==> src/rtl/mscp_pkg.sv <==
package mscp_pkg;

    // Configuration register indexes.
    localparam logic [2:0] CFG_CENTER_RE  = 3'd0;
    localparam logic [2:0] CFG_CENTER_IM  = 3'd1;
    localparam logic [2:0] CFG_PIXEL_STEP = 3'd2;
    localparam logic [2:0] CFG_START_ITER = 3'd3;
    localparam logic [2:0] CFG_END_ITER   = 3'd4;
    localparam logic [2:0] CFG_MAX_ITER   = 3'd5;
    localparam logic [2:0] CFG_COLOR_EXP  = 3'd6;

    localparam logic [63:0] ESCAPE_LIMIT = 64'd10000000000;

    // Point coordinate handed from the front end to the orbit engine.
    typedef struct packed {
        logic [127:0] cr;
        logic [127:0] ci;
    } t_coord;

    // Outcome of one orbit.
    typedef struct packed {
        logic         escaped;
        logic [15:0]  iter;
        logic [127:0] sq;
    } t_orbit;

    // log2 of a nonzero integer with 32 fraction bits, for elaboration-time constants.
    function automatic logic [38:0] lg2_const(input logic [63:0] x);
        logic [6:0]  p;
        logic [63:0] m;
        logic [31:0] frac;
        p    = 7'd0;
        frac = 32'd0;
        for (int i = 0; i < 64; i++) begin
            if (x[i]) begin
                p = 7'(i);
            end
        end
        if (p >= 7'd31) begin
            m = x >> (p - 7'd31);
        end else begin
            m = x << (7'd31 - p);
        end
        m = m & 64'hFFFF_FFFF;
        for (int i = 31; i >= 0; i--) begin
            m = (m * m) >> 31;
            if (m[32]) begin
                m = m >> 1;
                frac[i] = 1'b1;
            end
        end
        return {p, frac};
    endfunction

    function automatic logic [63:0] isqrt_const(input logic [63:0] v_in);
        logic [63:0] v;
        logic [63:0] res;
        logic [63:0] bitv;
        v    = v_in;
        res  = 64'd0;
        bitv = 64'd1 << 62;
        for (int i = 0; i < 32; i++) begin
            if (bitv > v) begin
                bitv = bitv >> 2;
            end
        end
        for (int i = 0; i < 32; i++) begin
            if (bitv != 64'd0) begin
                if (v >= res + bitv) begin
                    v   = v - (res + bitv);
                    res = (res >> 1) + bitv;
                end else begin
                    res = res >> 1;
                end
                bitv = bitv >> 2;
            end
        end
        return res;
    endfunction

    // Successive square roots of two in Q2.30; entry k sits at bits 32*k.
    function automatic logic [1023:0] build_roots();
        logic [1023:0] tab;
        logic [63:0]   root;
        tab  = '0;
        root = 64'd2 << 30;
        for (int k = 31; k >= 0; k--) begin
            root = isqrt_const(root << 30);
            tab[k*32 +: 32] = root[31:0];
        end
        return tab;
    endfunction

    localparam logic [1023:0] ROOT_TAB = build_roots();
    localparam logic [38:0]   LG_LC    = lg2_const(ESCAPE_LIMIT);
    localparam logic [38:0]   LG_LC2   = lg2_const({25'd0, LG_LC});

endpackage

==> src/rtl/mscp_front.sv <==
module mscp_front
    import mscp_pkg::*;
(
    input  logic         i_clk,
    input  logic         i_rst_n,
    input  logic         i_valid,
    output logic         o_ready,
    input  logic [23:0]  i_data,
    input  logic [63:0]  i_center_re,
    input  logic [63:0]  i_center_im,
    input  logic [62:0]  i_pixel_step,
    output logic         o_push,
    input  logic         i_push_ready,
    output t_coord       o_coord
);

    typedef enum logic [1:0] {S_IDLE, S_MUL, S_ADD} t_state;

    t_state       r_state;
    logic [11:0]  r_mag_x;
    logic [11:0]  r_mag_y;
    logic         r_neg_x;
    logic         r_neg_y;
    logic [74:0]  r_px;
    logic [74:0]  r_py;
    logic [127:0] w_dx;
    logic [127:0] w_dy;

    assign o_ready = (r_state == S_IDLE);
    assign o_push  = (r_state == S_ADD);

    assign w_dx = r_neg_x ? (128'd0 - {53'd0, r_px}) : {53'd0, r_px};
    assign w_dy = r_neg_y ? (128'd0 - {53'd0, r_py}) : {53'd0, r_py};
    assign o_coord.cr = {{64{i_center_re[63]}}, i_center_re} + w_dx;
    assign o_coord.ci = {{64{i_center_im[63]}}, i_center_im} + w_dy;

    always_ff @(posedge i_clk) begin
        if (!i_rst_n) begin
            r_state <= S_IDLE;
        end else begin
            case (r_state)
                S_IDLE: begin
                    if (i_valid) begin
                        r_neg_x <= i_data[11];
                        r_neg_y <= i_data[23];
                        r_mag_x <= i_data[11] ? (12'd0 - i_data[11:0]) : i_data[11:0];
                        r_mag_y <= i_data[23] ? (12'd0 - i_data[23:12]) : i_data[23:12];
                        r_state <= S_MUL;
                    end
                end
                S_MUL: begin
                    r_px    <= 75'(r_mag_x) * 75'(i_pixel_step);
                    r_py    <= 75'(r_mag_y) * 75'(i_pixel_step);
                    r_state <= S_ADD;
                end
                S_ADD: begin
                    if (i_push_ready) begin
                        r_state <= S_IDLE;
                    end
                end
                default: r_state <= S_IDLE;
            endcase
        end
    end

endmodule

==> config.mk <==
export PLATFORM = sky130hd
export DESIGN_NAME = mscp_front
export DESIGN_NICKNAME = d
export VERILOG_FILES = /design/src/rtl/mscp_pkg.sv /design/src/rtl/mscp_front.sv
export SDC_FILE = /design/constraint.sdc
export NUM_CORES = 2
export LEC_CHECK = 0
export ABC_AREA = 1
export BUFFER_PORTS_ARGS = -buffer_cell sky130_fd_sc_hd__buf_2
export CORE_ASPECT_RATIO = 0.8
export CORE_MARGIN = 3
export CORE_UTILIZATION = 55
export CTS_BUF_LIST = sky130_fd_sc_hd__clkbuf_4
export DETAILED_ROUTE_END_ITERATION = 6
export GPL_TIMING_DRIVEN = 0
export PLACE_DENSITY = 0.76
export SLEW_MARGIN = 25
export SYNTH_ARGS = -nofsm -noshare
export SYNTH_HDL_FRONTEND = slang
export SYNTH_SLANG_ARGS = --single-unit
==> constraint.sdc <==
create_clock -name i_clk -period 7.7 [get_ports i_clk]
set_input_delay 0.385 -clock i_clk [delete_from_list [all_inputs] [get_ports i_clk]]
set_output_delay 0.385 -clock i_clk [all_outputs]
set_load 0.02 [all_outputs]
# Yosys cells after proc, flatten, opt, wreduce, memory -nomap -nowiden
# Cells that the tools add are included.
[totals]
output_inout_bits = 258
regBits = 178
wordCells = 32
[classes]
addsub = 6
eq_ne = 4
mux = 7
multipliers = 2
reduce_logical = 4
[ops]
columns = ["op", "count"]
rows = [
  ["128-bit adder", 2],
  ["128-bit 2-to-1 mux", 2],
  ["1-bit by 75-bit subtractor with 76-bit output (first input constant)", 2],
  ["12-bit by 63-bit multiplier with 75-bit output", 2],
  ["1-bit by 12-bit subtractor with 12-bit output (first input constant)", 2],
  ["11-bit 2-to-1 mux", 2],
  ["2-bit one-hot mux with 3 select lines", 1],
  ["2-bit 2-to-1 mux", 2],
  ["2-bit AND reduction", 2],
  ["3-bit AND reduction", 1],
  ["2-bit by 1-bit equality test with 1-bit output (second input constant)", 1],
  ["2-bit equality test (second input constant)", 1],
  ["2-bit zero test", 1],
  ["2-bit by 1-bit inequality test with 1-bit output (second input constant)", 1],
  ["2-bit inequality test (second input constant)", 1],
]

# Depth between registers and ports, before layout
[depth]
ltp_word = 3
depth_mapped = 28

# Worst setup path before layout
# Ideal clock, no wire load.
[synth_timing]
path_type = "input -> register"
startpoint = "in i_rst_n"
endpoint = "reg r_px[0], enable pin"
cell_stages = 2
n_path_buf = 0
path_slack_ns = 0.366
arrival_time_ns = 6.672
cell_sequence = "inv_1 nor2_1"
[synth_via]
elab_chain_len = 1
[synth_lines]
columns = ["item", "line", "rtl"]
rows = [
  ["from (decl)", "mscp_front.sv:5", "input logic i_rst_n,"],
  ["2-bit AND reduction (no source line)", "--", ""],
  ["to (signal assigned)", "mscp_front.sv:52", "r_px <= 75'(r_mag_x) * 75'(i_pixel_step);"],
  ["to (decl)", "mscp_front.sv:24", "logic [74:0] r_px;"],
]
# No other way between the ends.
# A chain may end at the register's enable or synchronous reset.

# Worst setup path in the final report
[layout_timing]
startpoint = "reg r_mag_y[5]"
endpoint = "reg r_py[72], data pin"
[layout_via]
elab_chain_len = 1
[layout_lines]
columns = ["item", "line", "rtl"]
rows = [
  ["from (decl)", "mscp_front.sv:21", "logic [11:0] r_mag_y;"],
  ["from (signal assigned)", "mscp_front.sv:47", "r_mag_y <= i_data[23] ? (12'd0 - i_data[23:12]) : i_data[23:12];"],
  ["12-bit by 63-bit multiplier with 75-bit output", "mscp_front.sv:53", "r_py <= 75'(r_mag_y) * 75'(i_pixel_step);"],
  ["to (signal assigned)", "mscp_front.sv:53", ""],
  ["to (decl)", "mscp_front.sv:25", "logic [74:0] r_py;"],
]
# No other way between the ends.

==> key figures <==
Status
  • Status: completed

Worst setup path
  • Worst setup EP type: flop
  • Worst-path fanout max: 10
  • R2R Path End: r_py[72]
  • Worst setup SP type: flop
  • Required time worst endpoint: approximately 8300 ps
  • Critical R2R Launch: r_mag_y[5]
  • Worst path arrival time: between 8000 and 9000 ps
  • Worst reg2reg path depth: 22
  • Critical path type: reg -> reg
  • Worst R2R Setup Slack: 210 ps

Floorplanning
  • Total core area: approximately 0.13 mm²
  • Initial cell density of the core: a little under three fifths
  • Die ar.: ~0.14 mm²
  • Num ports: 477
  • Chip width: between 400 and 500 µm
  • Rows: between 100 and 150
  • DIE HEIGHT: about 340 µm

Cells and area
  • Area occupied by registers: about 0.0053 mm²
  • Area of the multi-input gates: roughly 0.057 mm²
  • Filler cell count: ~13000
  • Area growth from synthesis to layout: 7.49%
  • Net total in the final layout: ~14000
  • Layout cells sized above 1: between 5 and 6%
  • Fin area: between 0.08 and 0.09 mm²

Synth
  • Mapped Area: ~0.075 mm²
  • Cells after synthesis: about 12000
  • Seq/Total Area, Yosys: under 10%
  • Yosys reg bits: about 180
  • Syn_nets: 13500
  • Ys Warns: 0
  • Yosys top cell area share: about a third
  • Leading area contributor after synthesis: fa_1
  • Synth unique cells: 50
  • Synth Area per Inst: ~6.5 µm²
  • Area contributors post-synth: fa_1, nand2_1, inv_1
  • Async S/R FF share, synth: 0%
  • EDFF count, synth: 176
  • Most used DFF post-synth: edfxtp_1

CTS
  • H-Tree Level Count: 4
  • Clock Path Buffers: 2
  • Skew-Pair Late Insertion Delay: 880 ps
  • CTS tree: yes
  • Inserted Clock Buffers: 17
  • Setup bufs post-CTS: 0
  • Reg clk slew, reported paths: 250 ps
  • Sink Count: approximately 180
  • Clock root cell: clkbuf_4

Hold path
  • Hold_sp: i_data[0]
  • WHS Path Cells: 2
  • Hold endpoint: r_mag_x[0]
  • Worst hold path type: in -> reg

Placed design
  • DP Wirelength: ~270000 µm
  • Routability cong.: ~1.1
  • Placed inst area: ~0.080 mm²
  • Setup slack after placement: 535 ps
  • PortBufs: roughly 480

Global routing
  • Vias in the first global route: between 70000 and 80000
  • Gr usage total: 43.2%
  • Antenna violations before repair: 64
  • GR Overflow Total: 0
  • First-pass GRT wire length: around 450000 µm
  • Largest net degree at the start of global routing: 29

STA
  • Final setup fails: 0
  • F_max: 133 MHz
  • Minimum clock period after layout: around 7500 ps
  • Clk_skew: approximately 75 ps
  • Tcrit/Tclk final: between 90% and 100%
  • Worst Tran Pin Value: ~1200 ps
  • Final setup TNS: 0 ps
  • Final Hold Viols: 0
  • Fin worst setup slack: just over 200 ps
  • Hold Slack: about 240 ps
  • RSZ-0062 raised after global routing: no
  • Slew HR: between 10% and 20%
  • Fin. max-slew vios: 0

Route
  • Drt drc: 0
  • Drt pass-1 iters: 6
  • Routed WL: between 300000 and 400000 µm
  • Iteration-0 DRC Markers: roughly 10000
  • Avg WL per Cell: 21.9 µm
  • Vias/cell: roughly 5.5
  • ANT nets after route: 0
  • Routed via count: roughly 78000

Job
  • MaxCap Viol Count: 0
## layout by cell type (no fill, tap or decap), types with 10 or more instances in the layout
cell              n
a21oi_1         356
a31oi_1          13
buf_2           476
clkbuf_1        287
clkbuf_2         30
clkbuf_4         17
diode_2          47
dlygate4sd3_1    41
edfxtp_1        176
fa_1           1222
ha_1            382
inv_1          3011
inv_2            16
nand2_1        4149
nand2_2          43
nand3_1         357
nand4_1          35
nor2_1          833
nor2_2           39
nor2_4           10
nor3_1           93
nor4_1           13
o21ai_0         158
o21bai_1         39
xnor2_1          34
xor2_1          273
## synth_stat cells, types with 3 or more instances
library cell	n
nand3_2	6
buf_6	6
and3_1	3
nor2_4	8
inv_2	16
nand4_1	35
nor3b_1	3
fa_1	1222
a21boi_0	3
nand2_1	4149
nor2_2	39
clkbuf_1	317
a31oi_1	13
nor4_1	13
buf_1	7
a21o_1	3
o21ai_1	8
edfxtp_1	176
o21bai_1	39
nand2_2	43
a21oi_1	356
nand3_1	357
nor2_1	835
o211ai_1	6
and2_1	8
nand3_4	4
o31ai_1	7
o21a_1	3
xor2_1	273
ha_1	382
o21ai_0	158
nand3b_1	4
inv_1	3011
nor3_1	93
xnor2_1	34
nor3_2	5
## cell type report
| type | instances | share of cell area, % |
|---|---|---|
| diodes | 47 | 0.145 |
| plain buffers | 332 | 1.67 |
| clock buffers | 17 | 0.157 |
| clock inverters | 15 | 0.199 |
| inverters | 3027 | 14.0 |
| multi-input cells | 8128 | 70.8 |
| flip-flops and latches | 178 | 6.57 |
| well taps | 1769 | 2.73 |
| repair buffers | 525 | 3.67 |
## routing by layer
| metal | global-route usage (%) | up-vias | share of wire (%) |
|---|---|---|---|
| met4 | 18.7 | 22 | 5.0 |
| met5 | 0.610 | - | 0.043 |
| met3 | 13.9 | 814 | 15 |
| met1 | 61.4 | 37000 | 41 |
| met2 | 60.2 | 5056 | 40 |
| li1 | - | 34800 | - |
## cell families after synthesis
logic type / synth area share [%]
buffers and inverters: 16.8
adder cells (fa/ha/maj): 38.8
flip-flops: 7.06
AND/OR/NAND/NOR: 29.5
AO/OA/AOI/OAI: 4.27
XOR/XNOR: 3.57
## repair_timing
item                                   in CTS  in global routing
endpoints found under the hold margin      39                  0
gates resized for setup                     0                  0
hold buffers                               41                  0
## state kept, by name, indices dropped and copies added, names as in the netlist
name,count
r_neg_x,1
r_state,2
r_mag_y,12
r_px,75
r_neg_y,1
r_mag_x,12
r_py,75
## worst max-delay path by stage
stage / endpoint / from / slack, ps / cells past startpoint
after floorplan: r_px[0] / i_rst_n / 370 / 2
after global placement: r_px[0] / i_rst_n / -2710 / 3
after detailed placement: r_py[56] / r_mag_y[5] / 540 / 22
after CTS: r_py[35] / r_mag_y[3] / 500 / 19
after global routing: r_py[72] / r_mag_y[5] / 250 / 22
final: r_py[72] / r_mag_y[5] / 210 / 22
## metrics by stage
| step | utilization, % | instances |
|---|---|---|
| 2_1_floorplan | - | 11700 |
| 3_5_place_dp | 59.4 | 13900 |
| 6_report | 60.1 | 14000 |
| 5_1_grt | 60.0 | 14000 |
| 4_1_cts | 60.0 | 14000 |
| 3_3_place_gp | 59.3 | 13900 |
## worst max-delay path: stages, from the launching register on
cell and delay [ps]:
edfxtp_1 370, clkbuf_1 840, clkbuf_1 960, nand2_1 220
fa_1 520, fa_1 510, inv_1 50, fa_1 530
fa_1 500, inv_1 50, fa_1 480, inv_1 50
ha_1 370, nand2_1 90, inv_1 60, a21oi_1 380
o21ai_0 420, a21oi_1 230, nand2_1 280, nand2_1 170
nand2_1 60, nand2_1 50, nand2_1 40
Power is left out: the tool's default activity adds up to more than one toggle a clock period on the data nets, which glitch-free logic cannot reach.
