===== config.mk =====
export PLATFORM = sky130hd
export DESIGN_NAME = mscp_queue
export DESIGN_NICKNAME = d
export VERILOG_FILES = /design/src/rtl/mscp_pkg.sv /design/src/rtl/mscp_queue.sv
export SDC_FILE = /design/constraint.sdc
export NUM_CORES = 1
export LEC_CHECK = 0
export BUFFER_PORTS_ARGS = -buffer_cell sky130_fd_sc_hd__buf_2
export CORE_ASPECT_RATIO = 0.8
export CORE_MARGIN = 2
export CORE_UTILIZATION = 52
export DETAILED_ROUTE_END_ITERATION = 8
export HOLD_SLACK_MARGIN = 0.15
export PLACE_DENSITY = 0.9
export SLEW_MARGIN = 40
export SYNTH_ARGS = -nofsm -noshare
export SYNTH_HDL_FRONTEND = slang
export SYNTH_SLANG_ARGS = --single-unit

===== constraint.sdc =====
create_clock -name i_clk -period 9.9 [get_ports i_clk]
set_input_delay 1.485 -clock i_clk [delete_from_list [all_inputs] [get_ports i_clk]]
set_output_delay 1.485 -clock i_clk [all_outputs]
set_load 0.005 [all_outputs]

===== src/rtl/mscp_pkg.sv =====
package mscp_pkg;

    // Configuration register indexes.
    localparam logic [2:0] CFG_CENTER_RE  = 3'd0;
    localparam logic [2:0] CFG_CENTER_IM  = 3'd1;
    localparam logic [2:0] CFG_PIXEL_STEP = 3'd2;
    localparam logic [2:0] CFG_START_ITER = 3'd3;
    localparam logic [2:0] CFG_END_ITER   = 3'd4;
    localparam logic [2:0] CFG_MAX_ITER   = 3'd5;
    localparam logic [2:0] CFG_COLOR_EXP  = 3'd6;

    localparam logic [63:0] ESCAPE_LIMIT = 64'd10000000000;

    // Point coordinate handed from the front end to the orbit engine.
    typedef struct packed {
        logic [127:0] cr;
        logic [127:0] ci;
    } t_coord;

    // Outcome of one orbit.
    typedef struct packed {
        logic         escaped;
        logic [15:0]  iter;
        logic [127:0] sq;
    } t_orbit;

    // log2 of a nonzero integer with 32 fraction bits, for elaboration-time constants.
    function automatic logic [38:0] lg2_const(input logic [63:0] x);
        logic [6:0]  p;
        logic [63:0] m;
        logic [31:0] frac;
        p    = 7'd0;
        frac = 32'd0;
        for (int i = 0; i < 64; i++) begin
            if (x[i]) begin
                p = 7'(i);
            end
        end
        if (p >= 7'd31) begin
            m = x >> (p - 7'd31);
        end else begin
            m = x << (7'd31 - p);
        end
        m = m & 64'hFFFF_FFFF;
        for (int i = 31; i >= 0; i--) begin
            m = (m * m) >> 31;
            if (m[32]) begin
                m = m >> 1;
                frac[i] = 1'b1;
            end
        end
        return {p, frac};
    endfunction

    function automatic logic [63:0] isqrt_const(input logic [63:0] v_in);
        logic [63:0] v;
        logic [63:0] res;
        logic [63:0] bitv;
        v    = v_in;
        res  = 64'd0;
        bitv = 64'd1 << 62;
        for (int i = 0; i < 32; i++) begin
            if (bitv > v) begin
                bitv = bitv >> 2;
            end
        end
        for (int i = 0; i < 32; i++) begin
            if (bitv != 64'd0) begin
                if (v >= res + bitv) begin
                    v   = v - (res + bitv);
                    res = (res >> 1) + bitv;
                end else begin
                    res = res >> 1;
                end
                bitv = bitv >> 2;
            end
        end
        return res;
    endfunction

    // Successive square roots of two in Q2.30; entry k sits at bits 32*k.
    function automatic logic [1023:0] build_roots();
        logic [1023:0] tab;
        logic [63:0]   root;
        tab  = '0;
        root = 64'd2 << 30;
        for (int k = 31; k >= 0; k--) begin
            root = isqrt_const(root << 30);
            tab[k*32 +: 32] = root[31:0];
        end
        return tab;
    endfunction

    localparam logic [1023:0] ROOT_TAB = build_roots();
    localparam logic [38:0]   LG_LC    = lg2_const(ESCAPE_LIMIT);
    localparam logic [38:0]   LG_LC2   = lg2_const({25'd0, LG_LC});

endpackage


===== src/rtl/mscp_queue.sv =====
module mscp_queue
    import mscp_pkg::*;
(
    input  logic   i_clk,
    input  logic   i_rst_n,
    input  logic   i_push,
    output logic   o_push_ready,
    input  t_coord i_data,
    output logic   o_valid,
    input  logic   i_pop,
    output t_coord o_data
);

    t_coord     r_mem [2];
    logic       r_wp;
    logic       r_rp;
    logic [1:0] r_cnt;
    logic       w_wr;
    logic       w_rd;

    assign o_push_ready = (r_cnt != 2'd2);
    assign o_valid      = (r_cnt != 2'd0);
    assign o_data       = r_mem[r_rp];
    assign w_wr         = i_push && o_push_ready;
    assign w_rd         = i_pop && o_valid;

    always_ff @(posedge i_clk) begin
        if (w_wr) begin
            r_mem[r_wp] <= i_data;
        end
    end

    always_ff @(posedge i_clk) begin
        if (!i_rst_n) begin
            r_wp  <= 1'b0;
            r_rp  <= 1'b0;
            r_cnt <= 2'd0;
        end else begin
            if (w_wr) begin
                r_wp <= ~r_wp;
            end
            if (w_rd) begin
                r_rp <= ~r_rp;
            end
            if (w_wr && !w_rd) begin
                r_cnt <= r_cnt + 2'd1;
            end else if (w_rd && !w_wr) begin
                r_cnt <= r_cnt - 2'd1;
            end
        end
    end

endmodule


# == After elaboration in Yosys (flattened, before gate mapping) ==
# Memories as Yosys holds them, arrays and structs flattened. A register that Yosys moved wholly into a read port is not among the register bits.
# Cells that the tools add are included.
# op_classes
n_addsub,2
eq_ne,1
n_mux,6
n_reduce_logical,8
bitwise,2
# op_table
op,n
$logic_and A1 B1 Y1,4
$mux W1,4
$mux W2,2
$reduce_bool A2 Y1,2
$add A2 B1 Y2 const B,1
$logic_not A1 Y1,2
$ne A2 B2 Y1 const B,1
$not A1 Y1,2
$sub A2 B1 Y2 const B,1
# word_totals
output_inout_bits,258
n_memories,1
mem_bits_rw,512
ff_bits,4
# mem_list
name,depth,word_bits,read_ports,rd_ports_with_merged_regs,write_ports,line,rtl
r_mem,2,256,1,1,1,mscp_queue.sv:14,t_coord r_mem [2];

# == Longest topological paths before layout ==
# Gate-level depths: netlist of the first run.
# logic_depth
ltp_word,6
ltp_mapped,6
depth_no_buf,6

# == Worst setup path after synthesis of the first run ==
# Ideal clock, no wire load.
# synth_path
path_kind,input port to flip-flop
start,in i_push
end,mem r_mem[1][0] (netlist name) (enable)
cell_stages,1
setup_ps,651
path_slack_ps,1883
arrival_ps,7366
path_cell_list,and3_1
# synth_between
elab_chain_len,3
# synth_rtl
item,line,rtl
start: declaration,mscp_queue.sv:6,"input logic i_push,"
$logic_and A1 B1 Y1,mscp_queue.sv:24,assign w_wr = i_push && o_push_ready;
$mux W1,mscp_queue.sv:28,if (w_wr) begin
$mux W1 (not written as such),mscp_queue.sv:29,r_mem[r_wp] <= i_data;
end: declaration,mscp_queue.sv:14,
# No other way between the ends.

==> metrics.txt, run 1 <==
TNS Setup=0 ps; violation count after the first detailed-route iteration=591; cell at the root of the clock tree=clkbuf_16; area enclosed by the die boundary=37700 um^2; path category of the worst min-delay check=flop to flop; run status=finished clean; DR WL/cell=22.2 um; antenna violations before repair=16; clock network power share=30.4%; critical path class=flop to primary output; number of cells on the worst reg-to-reg path=4; clock period minus worst slack=4490 ps; number of nets with antenna violations after detailed routing=0; number of levels in the clock H-tree=2; worst endpoint data arrival time=3010 ps; total iterations of the first detailed-routing run=5; effective utilization at floorplan=52.6%; number of failing hold endpoints at the final stage=0; library cell with the largest summed area after synthesis=edfxtp_1; xor-xnor portion of the synthesized cell area=0.140%; synthesis-stage register bit count=517; net load switching power=1.48 mW; commonest cells in the synthesized netlist=512 x edfxtp_1, 256 x mux2_2, 26 x buf_6, 5 x dfxtp_1, 4 x and2_1; number of setup buffers added after CTS=0; GRT Residual Overflow=0; reg-to-reg critical path startpoint=r_cnt[0]; drt via density=5.24; synthesized-area fraction occupied by and/or/nand/nor cells=0.346%; dominant combinational cell family by area after synthesis=multiplexers; power density of the placed cells=251 nW/um^2; register area share after synthesis=82.3%; switching share of power=25.2%; number of max-capacitance violations reported=0; TritonCTS clock tree=done; Max Fanout on Critical Path=82; critical path data required time=8420 ps; nature of the critical path endpoint=primary output; number of enable flip-flop cells after synthesis=512; clk sink count=517; floorplan die height=174 um; Cells after DPL=1797; global-route total usage across every layer=21.6%; fill cell instance count of the final layout=2309; final HPWL from detailed placement=28500 um; share of synthesized registers carrying an async set or reset=0%; top post-synthesis cells by area=edfxtp_1 82%, mux2_2 15%, buf_6 1.6%; endpoint of the lowest-slack register-to-register path=r_mem[0][69]; # DRC=0; via total after detailed routing=9917; Area Overhead vs Synth=24.2%; number of cells on the worst hold path=2; die span in x=217 um; hold path startpoint=r_cnt[1]; startpoint type of the worst setup path=flop; layout cells sized above 1=61.0%; I/O pin total=518; clock insertion delay at the later pin of the skew report=550 ps; share of total power in combinational logic=21.7%; Gate Count Post-Synth=820; largest net degree at the start of global routing=118; area share of the leading cell type in the synthesized netlist=81.8%; sequential cell fraction of total power=48.0%; highest achievable clock rate=223 MHz; leakage power figure=8.65 nW; final std cell area, no fill=23400 um^2; Setup-failing EPs final=0; Post-Synthesis Net Count=1081; distinct cell type count of the synthesized netlist=21; Max Root-Sink Buffers=3; count of buffers inserted at the top-level ports=517; Avg Inst Size Synth=22.9 um^2; design internal power=4.39 mW; worst reg2reg setup slack=7430 ps; normalized max-slew margin=47.3%; peak supply drop=0.000198 V; DP Area=21800 um^2; number of cells upsized or downsized after cts=0; number of global-route vias before repair=10.2k; number of standard cells in the final layout excluding fillers=1892; Num CTS Buffers=48; Slew @ Worst Pin=790 ps; Core Footprint=35800 um^2; worst min-delay path endpoint=r_cnt[1]; mux cell area share after synthesis=15.3%; total wire length=42000 um; synthesis warning total=0; wire length of the first global-routing pass=60700 um; RSZ-0062 raised after global routing=false; total count of max-transition violations in the final report=0; Syn Std Cell Area=18800 um^2; Synth Area in Compound Gates=0.186%; most frequently used flop master after synthesis=edfxtp_1; dominant cell by count in the synthesized netlist=edfxtp_1; count of standard-cell rows=62; GP Congestion=0.884; adder and majority cell fraction of the synthesized area=0.0665%; # nets final=1629; count of hold buffers inserted by post-cts repair=0; total power=5.87 mW; clock-pin slew of the registers on the worst-case setup and hold paths=70 ps; Period Utilization, post-route=45.4%; Setup Skew=12.7 ps
worst max-delay path, cell delays in order, from the launching register on:
cell     delay [ps]
dfxtp_4         490
buf_6           580
buf_6           650
mux2_2          430
buf_2           130
cells by family after synthesis:
kind of cell	Yosys count
and+or+nand+nor	9
adders and majority gates	1
muxes	256
AOI/OAI and AO/OA	5
DFF	517
buffers and inverters	29
xor gates and xnor gates	3
flip-flops by register name (all words and copies together) (netlist names), named ones only:
name and flops:
r_rp 1, r_wp 1, r_cnt 2, r_mem 512
per-stage QoR:
step / hold slack [ps] / worst slack (ps) / util (%)
after floorplan: 512 / 1880 / -
after global placement: 526 / 5580 / 60.9
after detailed placement: 553 / 6020 / 60.9
after CTS: 566 / 5400 / 65.2
after global routing: 591 / 5260 / 65.3
final: 557 / 5410 / 65.3
cells in the final DEF (no fill, tap or decap), drive strengths merged, types with 2 or more instances in the layout:
master    instances
o21ai             2
diode            11
clkbuf           55
and2              4
clkinvlp          2
mux2            256
edfxtp          512
dfxtp             5
clkinv           21
bufinv            5
xnor2             2
buf             526
a21boi            2
how the worst max path moves through the flow:
stage	slack, ps	depth (start not counted)	start	end
2_1_floorplan	1880	1	i_push	r_mem[1][0]
3_3_place_gp	5580	4	flop	o_data[99]
3_5_place_dp	6020	4	flop	o_data[194]
4_1_cts	5400	4	flop	o_data[188]
5_1_grt	5260	4	flop	o_data[188]
6_report	5410	4	flop	o_data[188]
power by group through the flow:
| stage | clock, mW | sequential [mW] | combinational [mW] |
|---|---|---|---|
| floorplan | 0 | 2.90 | 0.783 |
| global placement | 0 | 2.85 | 1.24 |
| detailed placement | 0 | 2.86 | 1.27 |
| CTS | 1.81 | 2.82 | 1.28 |
| global route | 1.89 | 2.84 | 1.36 |
| finish | 1.78 | 2.82 | 1.27 |
per-layer routing:
| layer | vias to the layer above | global-route usage, % | wire length, um |
|---|---|---|---|
| li1 | 4394 | - | - |
| met1 | 4880 | 25.1 | 15000 |
| met2 | 526 | 36.9 | 21300 |
| met3 | 105 | 7.16 | 4180 |
| met4 | 12 | 9.10 | 1540 |
| met5 | - | 0 | 80 |
final cells by class:
type	count	area, um^2	area share (%)
Sequential cell	517	15500	66.3
Tap cell	480	601	2.57
Clock buffer	55	1250	5.35
Multi-Input combinational cell	274	3030	13.0
Clock inverter	28	264	1.13
Inverter	1	16.3	0.0696
Antenna cell	11	27.5	0.118
Timing Repair Buffer	526	2690	11.5
Note: power is estimated with default switching activity, not from simulation.
==> run 2: changes to the inputs <==
==> constraint.sdc (replaced) <==
create_clock -name i_clk -period 4.7 [get_ports i_clk]
set_input_delay 0.705 -clock i_clk [delete_from_list [all_inputs] [get_ports i_clk]]
set_output_delay 0.705 -clock i_clk [all_outputs]
set_load 0.005 [all_outputs]
==> run 2 against run 1 <==
Effect of this change:
- register-to-register slack lost 4800 ps
- die area stayed put
- via count up 0.92%
==> metrics.txt, run 2 (same netlist as run 1, synthesis figures left out) <==
share of total power in combinational logic=22.1% (+0.4 points); total power=12.5 mW (+110%); most common library cell in the layout ignoring fill and taps=buf_2; number of failing hold endpoints at the final stage=0 (unchanged); Period Utilization, post-route=66.6%; clock insertion delay at the later pin of the skew report=540 ps (about the same); sequential cell fraction of total power=47.3% (-0.7 points); Num CTS Buffers=47 (-2.1%); path length in cells of the critical path=4 (unchanged); power density of the placed cells=533 nW/um^2 (+110%); total iterations of the first detailed-routing run=5 (unchanged); count of standard-cell rows=62 (unchanged); number of cells on the worst reg-to-reg path=4 (unchanged); clock network power share=30.6% (+0.2 points); number of flip-flops under the largest register name=512 (unchanged); path category of the worst min-delay check=primary input to flop; startpoint type of the worst setup path=flop; Setup-failing EPs final=0 (unchanged); DR WL/cell=22.6 um (+1.9%); total wire length=43000 um (+2.3%); worst hold slack=344 ps (-213 ps); die span in x=217 um (unchanged); normalized max-slew margin=50.6% (+3.3 points); number of nets with antenna violations after detailed routing=0 (unchanged); clock-pin slew of the registers on the worst-case setup and hold paths=60 ps (about the same); final HPWL from detailed placement=29300 um (+3.1%); global-route total usage across every layer=22.0% (+0.40 points); design internal power=9.41 mW (+110%); worst endpoint data arrival time=2430 ps (-580 ps); critical path data required time=3990 ps (-4430 ps); run status=finished clean; Max Root-Sink Buffers=3 (unchanged); commonest non-fill, non-tap cells in the layout=517 x buf_2, 512 x edfxtp_1, 256 x mux2_2; Max Fanout on Critical Path=66 (-20%); I/O pin total=518 (unchanged); layout cells sized above 1=61.2% (+0.13 points); switching share of power=25.0% (-0.21 points); # DRC=0 (unchanged); antenna violations before repair=20 (+4); largest registers=r_mem: 512 flops, r_cnt: 2 flops; count of buffers inserted at the top-level ports=517 (unchanged); total count of max-transition violations in the final report=0 (unchanged); number of standard cells in the final layout excluding fillers=1899 (+0.37%); crit-path max cell delay=600 ps (-50 ps); GP Congestion=0.846 (-4.3%); number of cells upsized or downsized after cts=0 (unchanged); cells along the critical path=buf_12, buf_12, mux2_2, buf_2; Cells after DPL=1805 (+0.45%); drt via density=5.27 (+0.55%); final std cell area, no fill=23500 um^2 (+0.67%); category of cells accounting for the largest share of critical-path delay=buffers and inverters; most used cell, CP=buf_12; register with the most flip-flops=r_mem; via total after detailed routing=10.0k (+0.92%); GRT Residual Overflow=0 (unchanged); clk sink count=517 (unchanged); RSZ-0062 raised after global routing=false; TritonCTS clock tree=done; net load switching power=3.14 mW (+110%); number of global-route vias before repair=10.5k (+2.5%); Setup Skew=10.6 ps (-2.10 ps); highest achievable clock rate=319 MHz; count of hold buffers inserted by post-cts repair=0 (unchanged); Core Footprint=35800 um^2 (unchanged); number of setup buffers added after CTS=0 (unchanged); peak supply drop=0.000396 V (+100%); nature of the critical path endpoint=primary output; area enclosed by the die boundary=37700 um^2 (unchanged); Buf+Inv Stages, Crit Path=3 (unchanged); # nets final=1636 (+0.43%); Slew @ Worst Pin=740 ps (-49.6 ps); leakage power figure=8.72 nW (+0.83%); cell at the root of the clock tree=clkbuf_16; number of cells on the worst hold path=1 (-1); number of levels in the clock H-tree=2 (unchanged); effective utilization at floorplan=52.6% (unchanged); number of max-capacitance violations reported=0 (unchanged); largest net degree at the start of global routing=117 (-0.85%); wire length of the first global-routing pass=61600 um (+1.6%); clock period minus worst slack=3130 ps; TNS Setup=0 ps (unchanged); violation count after the first detailed-route iteration=753 (+27%); DP Area=21900 um^2 (+0.54%); critical path class=flop to primary output; floorplan die height=174 um (unchanged); master of the slowest instance on the critical path=dfxtp_4; Area Overhead vs Synth=25.0%
==> run 2: cell types whose count changed in the layout (fill, tap and decap cells not counted) <==
cell / before / now
buf_4: 1 / 9
buf_12: 1 / 8
buf_6: 7 / 0
clkbuf_1: 6 / 9
diode_2: 11 / 8
bufinv_16: 5 / 7
clkinv_1: 10 / 9
clkinv_2: 10 / 9
clkinv_8: 1 / 0
clkinvlp_4: 2 / 3
inv_8: 1 / 0
==> run 2: worst register-to-register path, cell delays in order, from the launching register on <==
cell      delay (ps)
dfxtp_1          410
nand2b_4         180
and3_4           380
buf_12           280
buf_12           410
==> run 2: final cells by class <==
type                    count  area, um^2
well taps                 480         601
fillers                  2279       12200
multi-input cells         274        3030
diodes                      8        20.0
flip-flops and latches    517       15500
inverters                   1        7.51
clock inverters            27         304
clock buffers              58        1260
repair buffers            534        2820
==> run 2: through the flow <==
stage / setup slack [ps] / util [%]
2_1_floorplan: -351 / -
5_1_grt: 1470 / 65.7
4_1_cts: 1510 / 65.6
3_3_place_gp: 2000 / 61.2
6_report: 1570 / 65.7
3_5_place_dp: 2120 / 61.3
==> run 2: power by group through the flow <==
stage	Clock, mW	Sequential (mW)	Combinational (mW)
2_1_floorplan	0	6.03	1.65
3_3_place_gp	0	6.03	2.62
3_5_place_dp	0	6.03	2.74
4_1_cts	3.92	5.94	2.78
5_1_grt	4.08	5.98	2.94
6_report	3.84	5.94	2.77
==> run 2: path summary, 6_finish.rpt <==
check,from,slack (ps),to
max,flop,1570,o_data[182]
min,i_data[51],340,r_mem[1][51]
max reg2reg,r_cnt[0],2630,r_mem[1][34]
min reg2reg,r_cnt[1],600,r_cnt[1]
==> run 2: routing by layer <==
metal / GRT usage [%] / routed length, um
met5: 0 / 137
met4: 7.11 / 1290
met3: 8.01 / 4170
met2: 39.8 / 22400
met1: 24.0 / 15000
==> run 3: changes to the inputs <==
--- a/config.mk
+++ b/config.mk
@@ -8,10 +8,10 @@
 export BUFFER_PORTS_ARGS = -buffer_cell sky130_fd_sc_hd__buf_2
 export CORE_ASPECT_RATIO = 0.8
 export CORE_MARGIN = 2
-export CORE_UTILIZATION = 52
+export CORE_UTILIZATION = 47
 export DETAILED_ROUTE_END_ITERATION = 8
 export HOLD_SLACK_MARGIN = 0.15
-export PLACE_DENSITY = 0.9
+export PLACE_DENSITY = 0.87
 export SLEW_MARGIN = 40
 export SYNTH_ARGS = -nofsm -noshare
 export SYNTH_HDL_FRONTEND = slang
==> constraint.sdc (replaced) <==
create_clock -name i_clk -period 2.86 [get_ports i_clk]
set_input_delay 0.429 -clock i_clk [delete_from_list [all_inputs] [get_ports i_clk]]
set_output_delay 0.429 -clock i_clk [all_outputs]
set_load 0.005 [all_outputs]
==> run 3 against run 2 <==
Effect of this change:
- wire length grew 19%
- hold slack lost 130 ps
- sequential power grew 65%
- combinational power grew 80%
- clock power grew 58%
- final area grew 11%
- critical endpoint is now o_data[183]
==> metrics.txt, run 3 (same netlist as run 1, synthesis figures left out) <==
final std cell area, no fill=26000 um^2 (+11%); fill cell instance count of the final layout=2377 (+4.3%); Max Root-Sink Buffers=3 (unchanged); number of global-route vias before repair=12.2k (+16%); GP Congestion=0.837 (-1.1%); TNS Setup=0 ps (unchanged); Slew @ Worst Pin=739 ps (-1.46 ps); I/O pin total=518 (unchanged); most common library cell in the layout ignoring fill and taps=buf_2; peak supply drop=0.000762 V (+92%); effective utilization at floorplan=47.7% (-4.9 points); number of flip-flops under the largest register name=512 (unchanged); # nets final=1889 (+15%); total power=20.8 mW (+66%); number of failing hold endpoints at the final stage=0 (unchanged); TritonCTS clock tree=done; Setup Skew=15.8 ps (+5.17 ps); Area Overhead vs Synth=38.4%; violation count after the first detailed-route iteration=918 (+22%); area enclosed by the die boundary=41600 um^2 (+10%); largest registers=r_mem: 512 flops, r_cnt: 2 flops; worst endpoint data arrival time=2200 ps (-230 ps); clock insertion delay at the later pin of the skew report=560 ps (+20 ps); crit-path max cell delay=520 ps (-80 ps); detailed-routed wire length on met3=4660 um (+12%); Cells after DPL=1857 (+2.9%); global-route total usage across every layer=23.4% (+1.4 points); wl on met1=18400 um (+23%); highest achievable clock rate=380 MHz; final HPWL from detailed placement=28400 um (-3.0%); Core Footprint=39400 um^2 (+10%); leakage power figure=9.72 nW (+11%); count of buffers inserted at the top-level ports=517 (unchanged); floorplan die height=183 um (+5.1%); power density of the placed cells=801 nW/um^2 (+50%); register with the most flip-flops=r_mem; cell at the root of the clock tree=clkbuf_16; total iterations of the first detailed-routing run=4 (-1); Num CTS Buffers=48 (+2.1%); worst hold slack=214 ps (-129 ps); number of levels in the clock H-tree=2 (unchanged); GRT Residual Overflow=0 (unchanged); wire length of the first global-routing pass=72300 um (+17%); Place WS=870 ps (-1250 ps); # DRC=0 (unchanged); clk sink count=517 (unchanged); final core area utilization=66.0% (+0.23 points); critical path class=flop to primary output; via total after detailed routing=11.4k (+14%); die span in x=228 um (+5.1%); master of the slowest instance on the critical path=dfxtp_4; clock-pin slew of the registers on the worst-case setup and hold paths=60 ps (about the same); number of cells upsized or downsized after cts=0 (unchanged); clock period minus worst slack=2630 ps; startpoint type of the worst setup path=flop; number of nets with antenna violations after detailed routing=0 (unchanged); path category of the worst min-delay check=primary input to flop; layout cells sized above 1=51.9% (-9.2 points); path length in cells of the critical path=3 (-1); number of cells on the worst hold path=3 (+2); total wire length=51100 um (+19%); RSZ-0062 raised after global routing=false; number of cells on the worst reg-to-reg path=4 (unchanged); cells along the critical path=buf_12, mux2_2, buf_2; wire length on met2=26100 um (+17%); Final Worst Setup Slack=230 ps (-1340 ps); drt via density=5.18 (-1.8%); Period Utilization, post-route=91.9%; antenna violations before repair=5 (-75%); normalized max-slew margin=50.7% (+0.098 points); count of standard-cell rows=65 (+4.8%); Buf+Inv Stages, Crit Path=2 (-1); largest net degree at the start of global routing=116 (-0.85%); category of cells accounting for the largest share of critical-path delay=buffers and inverters; worst reg2reg setup slack=980 ps (-1650 ps); Setup-failing EPs final=0 (unchanged); top metal layer carrying routed signals=met5; number of standard cells in the final layout excluding fillers=2201 (+16%); nature of the critical path endpoint=primary output; number of max-capacitance violations reported=0 (unchanged); DR WL/cell=23.2 um (+2.6%); critical path data required time=2430 ps (-1560 ps); Max Fanout on Critical Path=96 (+45%); DP Area=22000 um^2 (+0.36%); total count of max-transition violations in the final report=0 (unchanged); commonest non-fill, non-tap cells in the layout=517 x buf_2, 512 x edfxtp_1, 257 x dlygate4sd3_1; run status=finished clean
run 3: cell types whose count changed in the layout (fill, tap and decap cells not counted), sizes merged:
cell,before,now
clkinv,18,20
clkbuf,58,53
dlygate4sd3,0,257
diode,8,5
inv,0,2
buf,534,529
bufinv,7,2
clkinvlp,3,6
run 3: layout make-up:
class | instances | area [um^2] | share of cell area (%)
Timing Repair Buffer | 786 | 5380 | 20.7
Clock inverter | 29 | 209 | 0.803
Clock buffer | 53 | 1240 | 4.77
Sequential cell | 517 | 15500 | 59.5
Antenna cell | 5 | 12.5 | 0.0481
Tap cell | 536 | 671 | 2.58
Inverter | 1 | 7.51 | 0.0288
Multi-Input combinational cell | 274 | 3030 | 11.6
run 3: power by group:
part | internal [mW] | switching, mW | leakage (nW)
combinational | 2.46 | 2.53 | 4.19
sequential | 9.47 | 0.324 | 4.82
clock | 3.31 | 2.75 | 0.706
total | 15.2 | 5.60 | 9.72
run 3: final timing paths:
kind / startpoint / to
worst max-delay path: flop / o_data[183]
worst min-delay path: i_push / r_wp
worst max register to register: r_cnt[0] / r_mem[0][16]
worst min register to register: r_rp / flop
run 3: tightest hold or removal path, stage by stage:
cell      delay [ps]
buf_2            110
a21bo_2          110
a21boi_0          60
run 3: timing repair:
item,in CTS,in global routing
endpoints found under the hold margin,517,0
hold buffers,257,0
setup buffers,0,0
run 3: metal layers:
metal | vias to the layer above | global-route usage (%)
li1 | 4897 | -
met1 | 5690 | 26.6
met2 | 679 | 41.7
met3 | 124 | 6.42
met4 | 2 | 9.67
met5 | - | 0
